**src/sv/ffba_pkg.sv**
```systemverilog
// shared types and constants of the first fit block allocator
package ffba_pkg;

   localparam int unsigned MAX_BLOCKS_DEF = 64;
   // allocation granule, a power of two
   localparam int unsigned ALIGN_BYTES = 256;
   localparam int unsigned SPLIT_SLACK = 256;
   localparam logic [31:0] POOL_RESET = 32'h8000_0000;

   typedef struct packed {
      logic [31:0] offset;
      logic [31:0] size;
      logic        used;
   } entry_type;

   typedef enum logic [11:0] {
      S_INIT    = 12'b0000_0000_0001,
      S_IDLE    = 12'b0000_0000_0010,
      S_SCAN_RD = 12'b0000_0000_0100,
      S_SCAN_EV = 12'b0000_0000_1000,
      S_NEXT_RD = 12'b0000_0001_0000,
      S_NEXT_EV = 12'b0000_0010_0000,
      S_MV_CHK  = 12'b0000_0100_0000,
      S_MV_RD   = 12'b0000_1000_0000,
      S_MV_WR   = 12'b0001_0000_0000,
      S_FIX     = 12'b0010_0000_0000,
      S_FIX2    = 12'b0100_0000_0000,
      S_RESP    = 12'b1000_0000_0000
   } state_type;

   typedef struct packed {
      logic init;
      logic load;
      logic scan_rd;
      logic scan_ev;
      logic next_rd;
      logic next_ev;
      logic mv_rd;
      logic mv_wr;
      logic fix;
      logic fix2;
   } cmd_type;

   typedef struct packed {
      logic alloc;
      logic hit;
      logic last;
      logic mv_none;
      logic split;
   } sts_type;

endpackage

```
**src/sv/ffba_ctrl.sv**
```systemverilog
// sequencing state machine of the allocator
module ffba_ctrl (
   input  logic              clock,
   input  logic              reset,
   input  logic              req_tvalid,
   output logic              req_tready,
   output logic              rsp_tvalid,
   input  logic              rsp_tready,
   input  logic              csr_wr_en,
   input  ffba_pkg::sts_type sts,
   output ffba_pkg::cmd_type cmd
);

   ffba_pkg::state_type state_ff, state_in;

   always_ff @(posedge clock) begin
      if (reset) begin
         state_ff <= ffba_pkg::S_INIT;
      end else begin
         state_ff <= state_in;
      end
   end

   assign req_tready = (state_ff == ffba_pkg::S_IDLE) && !csr_wr_en;
   assign rsp_tvalid = (state_ff == ffba_pkg::S_RESP);

   always_comb begin
      state_in = state_ff;
      cmd = '0;
      case (state_ff)
         ffba_pkg::S_INIT: begin
            cmd.init = 1'b1;
            state_in = ffba_pkg::S_IDLE;
         end
         ffba_pkg::S_IDLE: begin
            if (csr_wr_en) begin
               state_in = ffba_pkg::S_INIT;
            end else if (req_tvalid) begin
               cmd.load = 1'b1;
               state_in = ffba_pkg::S_SCAN_RD;
            end
         end
         ffba_pkg::S_SCAN_RD: begin
            cmd.scan_rd = 1'b1;
            state_in = ffba_pkg::S_SCAN_EV;
         end
         ffba_pkg::S_SCAN_EV: begin
            cmd.scan_ev = 1'b1;
            if (sts.hit) begin
               state_in = sts.alloc ? ffba_pkg::S_MV_CHK : ffba_pkg::S_NEXT_RD;
            end else if (sts.last) begin
               state_in = ffba_pkg::S_RESP;
            end else begin
               state_in = ffba_pkg::S_SCAN_RD;
            end
         end
         ffba_pkg::S_NEXT_RD: begin
            cmd.next_rd = 1'b1;
            state_in = ffba_pkg::S_NEXT_EV;
         end
         ffba_pkg::S_NEXT_EV: begin
            cmd.next_ev = 1'b1;
            state_in = ffba_pkg::S_MV_CHK;
         end
         ffba_pkg::S_MV_CHK: begin
            state_in = sts.mv_none ? ffba_pkg::S_FIX : ffba_pkg::S_MV_RD;
         end
         ffba_pkg::S_MV_RD: begin
            cmd.mv_rd = 1'b1;
            state_in = ffba_pkg::S_MV_WR;
         end
         ffba_pkg::S_MV_WR: begin
            cmd.mv_wr = 1'b1;
            state_in = ffba_pkg::S_MV_CHK;
         end
         ffba_pkg::S_FIX: begin
            cmd.fix = 1'b1;
            state_in = sts.split ? ffba_pkg::S_FIX2 : ffba_pkg::S_RESP;
         end
         ffba_pkg::S_FIX2: begin
            cmd.fix2 = 1'b1;
            state_in = ffba_pkg::S_RESP;
         end
         ffba_pkg::S_RESP: begin
            if (rsp_tready) begin
               state_in = ffba_pkg::S_IDLE;
            end
         end
         default: begin
            state_in = ffba_pkg::S_INIT;
         end
      endcase
   end

endmodule

```
**config.mk**
```make
export PLATFORM = sky130hd
export DESIGN_NAME = ffba_ctrl
export DESIGN_NICKNAME = d
export VERILOG_FILES = /design/src/sv/ffba_pkg.sv /design/src/sv/ffba_ctrl.sv
export SDC_FILE = /design/constraint.sdc
export NUM_CORES = 1
export LEC_CHECK = 0
export BUFFER_PORTS_ARGS = -buffer_cell sky130_fd_sc_hd__buf_4
export CAP_MARGIN = 15
export CORE_ASPECT_RATIO = 1.4
export CORE_MARGIN = 2
export CORE_UTILIZATION = 45
export DETAILED_ROUTE_END_ITERATION = 8
export GPL_TIMING_DRIVEN = 0
export PLACE_DENSITY_LB_ADDON = 0.2
export SLEW_MARGIN = 5
export SYNTH_ARGS = -nofsm -noshare
export SYNTH_HDL_FRONTEND = slang
export SYNTH_SLANG_ARGS = --single-unit
```
**constraint.sdc**
```tcl
create_clock -name clock -period 2.3 [get_ports clock]
set_input_delay 0.46 -clock clock [delete_from_list [all_inputs] [get_ports clock]]
set_output_delay 0.46 -clock clock [all_outputs]
set_load 0.02 [all_outputs]
```
* After elaboration in Yosys (flattened, before gate mapping)
Index checks and enable logic that the tools add are counted.
** Operators by class
- Equality and inequality tests :: 14
- Muxes and demuxes :: 21
- Reduce and logical (&&, ||, !) cells :: 4
** Operators by type and width (count)
- $pmux 12 s11 :: 1
- $mux 12 :: 6
- $eq 12x1->1 const B :: 1
- $eq 12x10->1 const B :: 1
- $eq 12x11->1 const B :: 1
- $eq 12x12->1 const B :: 1
- $eq 12x2->1 const B :: 1
- $eq 12x3->1 const B :: 1
- $eq 12x4->1 const B :: 1
- $eq 12x5->1 const B :: 1
- $eq 12x6->1 const B :: 1
- $eq 12x7->1 const B :: 1
- $eq 12x8->1 const B :: 1
- $eq 12x9->1 const B :: 1
- $mux 1 :: 12
- $mux 10 :: 1
- $mux 7 :: 1
- $ne 3x3->1 const B :: 1
- $ne 2x1->1 const B :: 1
- $reduce_and 2->1 :: 1
- $reduce_or 2->1 :: 1
- $logic_and 1x1->1 :: 1
- $logic_not 1->1 :: 1
** Word-level totals
- Register bits :: 12
- Output and inout bits :: 12

* Depth between registers and ports, before layout
- Depth in word-level cells :: 3
- Depth in mapped cells :: 6
- Mapped depth without buffers :: 5

* Least setup slack after synthesis
OpenSTA, ideal clock, no wires.
- Path type :: reg-to-output
- Start point :: reg state_ff[4]
- End point :: out cmd[8] (netlist name)
- Arrival :: 1.808 ns
- Required time :: 1.840 ns
- Path slack :: 0.032 ns
- Cell stages (with the launch flop) :: 5
- Buffers on the path :: 0
- Cells stage by stage :: dfxtp_1 > or4_2 > nor4_4 > nand2_1 > inv_1
** RTL lines
- start, declared :: line ffba_ctrl.sv:14 : ffba_pkg::state_type state_ff, state_in;
- start signal, assigned :: line ffba_ctrl.sv:18 : state_ff <= ffba_pkg::S_INIT;
- start signal, assigned :: line ffba_ctrl.sv:20 : state_ff <= state_in;
- end, declared :: line ffba_ctrl.sv:11 : output ffba_pkg::cmd_type cmd

==> results.py <==
metrics = {
    "status": {
        "status": "complete, no violations",
    },
    "final_layout": {
        "diodes": 0,
        "fin_util_pct": 65.9,
        "multiInputGateArea_um2": 583,
        "drive_gt1_share_pct": 43.1,
        "num-fill-cells": 144,
        "syn_to_final_growth_pct": 38.8,
        "largest_registers": "state_ff (12)",
        "regArea_um2": 258,
        "regMostFlops": "state_ff",
        "final_nets": 141,
        "fin_area_um2": 1140,
        "largest_reg_flops": 12,
    },
    "timing": {
        "rsz0062_at_grt": "true",
        "setup_viol": 0,
        "final_max_slew_viol_count": 0,
        "period_share_pct": 98.2,
        "fmax_mhz": 443,
        "skew_ps": 6.43,
        "max_slew_margin_pct": 75.7,
        "fin_tns_setup_ps": 0,
        "tightest_slew_ps": 361,
        "hold_viol_final": 0,
        "post-route-min-period_ps": 2260,
    },
    "routing": {
        "dr_wl_met2_um": 1140,
        "met1Wirelength_um": 871,
        "wl_per_cell_um": 14.3,
        "drt_iter0_markers": 18,
        "wl_met3_um": 80,
        "drc": 0,
        "wirelength_um": 2140,
        "top_layer": "met4",
        "vias_per_cell": 5.92,
        "first_pass_iters": 4,
        "ant_nets": 0,
        "vias": 888,
    },
    "grt": {
        "grt.total_usage_pct": 22.7,
        "grt_overflow": 0,
        "grt_pass1_vias": 761,
        "grt_max_degree": 11,
        "antenna_found_initial": 0,
        "grt_pass1_wl_um": 3310,
    },
    "placed_design": {
        "post_dp_cell_area_um2": 1010,
        "place_hpwl_um": 1540,
        "io_buffers": 21,
        "gp_congestion": 0.825,
    },
    "power": {
        "p_seq_share_pct": 45.3,
        "power_uw": 493,
        "combPwrFrac_pct": 19.0,
        "powerDensity_nw_per_um2": 432,
        "clkPwrFrac_pct": 35.7,
        "power.internal_uw": 355,
        "p_leak_uw": 0.000499,
        "switching_share_pct": 28.1,
        "p_switching_uw": 139,
        "vdd_drop_max_v": 0.000293,
    },
    "synthesis": {
        "synthFlopType": "dfxtp_1",
        "synth_edf_count": 0,
        "async_reset_ff_share_pct": 0,
        "synthCells": 100,
        "synth_area_leader_cell": "dfxtp_1",
        "syn_avg_cell_area_um2": 8.23,
        "synth_top_area_share_pct": 29.2,
        "synthTopCellsByArea": "dfxtp_1 (29%), nor4_4 (7.8%), nor2_1 (5.9%), nor3_1 (5.5%), nand2_1 (3.2%)",
        "syn_nets": 110,
        "ys_warn_count": 0,
        "synth_seq_cells": 12,
        "synth_area_um2": 823,
        "ys_seq_area_share_pct": 29.2,
        "yosysUniqueCellTypes": 36,
    },
    "setup_path": {
        "required_ps": 1840,
        "endpoint_kind": "primary output",
        "setup.worst_path.start": "state_ff[3]",
        "cp-start-kind": "register",
        "critPathMaxFanout": 6,
        "arrival_ps": 1800,
        "reg2reg_from": "state_ff[8]",
        "critical_path_class": "reg -> out",
    },
    "worst_hold_path": {
        "hold_class": "in -> reg",
        "hp-start": "sts[1]",
    },
    "die": {
        "dieHeight_um": 54.6,
        "fp.dieW_um": 40.2,
        "io_pins": 22,
        "start_util_pct": 47.5,
        "core_area_um2": 1730,
        "std_cell_rows": 18,
        "die_area_um2": 2190,
    },
    "cts": {
        "clock_latency_ps": 290,
        "tritoncts": "built",
        "clock-sinks": 12,
        "root_buffer": "clkbuf_4",
        "max-clock-path-buffers": 2,
        "cts_buffers": 3,
        "cts_htree_levels": 1,
        "clk_pin_slew_ps": 70,
    },
    "run": {
        "cap_violations": 0,
    },
}
[worst max-delay path, stage by stage (launching register included)]
cell and delay [ps]:
dfxtp_2 350, or4b_4 570, nor4_4 310, nand2_1 100
inv_1 80, buf_6 110
[cell families (layout without fill, tap and decap cells)]
| group | after synthesis | count (layout) | synth area share [%] |
|---|---|---|---|
| buffers and inverters | 7 | 37 | 5.02 |
| flip-flops | 12 | 12 | 29.2 |
| XOR/XNOR | 3 | 3 | 3.19 |
| AND/OR/NAND/NOR | 68 | 68 | 54.9 |
| AO/OA/AOI/OAI | 10 | 10 | 7.75 |
[per-layer routing]
| layer | vias up | GRT usage [%] |
|---|---|---|
| met2 | 26 | 39.8 |
| met1 | 426 | 24.6 |
| li1 | 431 | - |
| met5 | - | 0 |
| met3 | 5 | 2.85 |
| met4 | 0 | 13.8 |
[cell type report]
cell class              count  area share, %
inverters                   5           1.64
plain buffers               1          0.986
flip-flops and latches     12           22.6
well taps                  20           2.19
multi-input cells          81           51.0
repair buffers             27           18.4
clock buffers               4           3.18
[worst paths after layout]
check | endpoint | slack (ps) | cells after the start
worst max register to register | state_ff[2] | 270 | 7
worst min-delay path | state_ff[7] | 330 | 2
worst min register to register | state_ff[5] | 530 | 2
worst max-delay path | cmd[8] | 40 | 5
[cells in the mapped netlist (2+ instances only)]
| master | n |
|---|---|
| nand2_1 | 7 |
| nor2_1 | 13 |
| nand3_1 | 4 |
| o21ai_0 | 2 |
| buf_6 | 2 |
| nand2b_1 | 3 |
| inv_1 | 5 |
| or4_2 | 2 |
| a21oi_1 | 3 |
| nor3b_1 | 2 |
| dfxtp_1 | 12 |
| and3_1 | 2 |
| nand4b_1 | 2 |
| nor4_4 | 3 |
| or4b_2 | 2 |
| xnor2_1 | 2 |
| nor2b_1 | 2 |
| or4_1 | 2 |
| nand3b_1 | 3 |
| nor3_1 | 9 |
| nor4b_1 | 3 |
[what timing repair did]
item / 4_1_cts / 5_1_grt
endpoints found under the setup margin: 9 / 9
resized for setup: 10 / 13
hold buffers: 0 / 0
pin swaps: 1 / 7
buffers inserted: 1 / 5
[stage by stage]
stage,setup slack (ps),hold WS [ps],instances
6_report,41.8,330,150
5_1_grt,-12.9,339,150
4_1_cts,2.98,331,146
3_5_place_dp,40.4,568,141
3_3_place_gp,49.8,569,141
2_1_floorplan,32.2,523,100
[power by group through the flow]
stage | logic (µW) | registers [µW] | clock network, µW
global route | 102 | 225 | 183
floorplan | 47.6 | 226 | 0
detailed placement | 80.0 | 229 | 0
finish | 94.0 | 224 | 176
CTS | 86.2 | 225 | 178
global placement | 78.8 | 228 | 0
[placed cells by master (no fill, tap or decap), types with 2 or more instances in the layout]
cell type	n
buf_6	3
a21oi_1	3
nand2b_1	3
buf_4	25
nand3b_1	3
nor4b_1	3
nand2_1	6
dfxtp_4	3
and3_1	2
nand4b_1	2
nand2_2	2
dfxtp_2	5
nor3_1	9
xnor2_1	2
nand3_1	4
nor2_1	11
nor2b_1	2
dfxtp_1	4
clkbuf_4	3
nor4_4	4
nor3b_1	2
o21ai_0	2
inv_1	5
or4_4	3
Power figures use the tool's default switching activity.
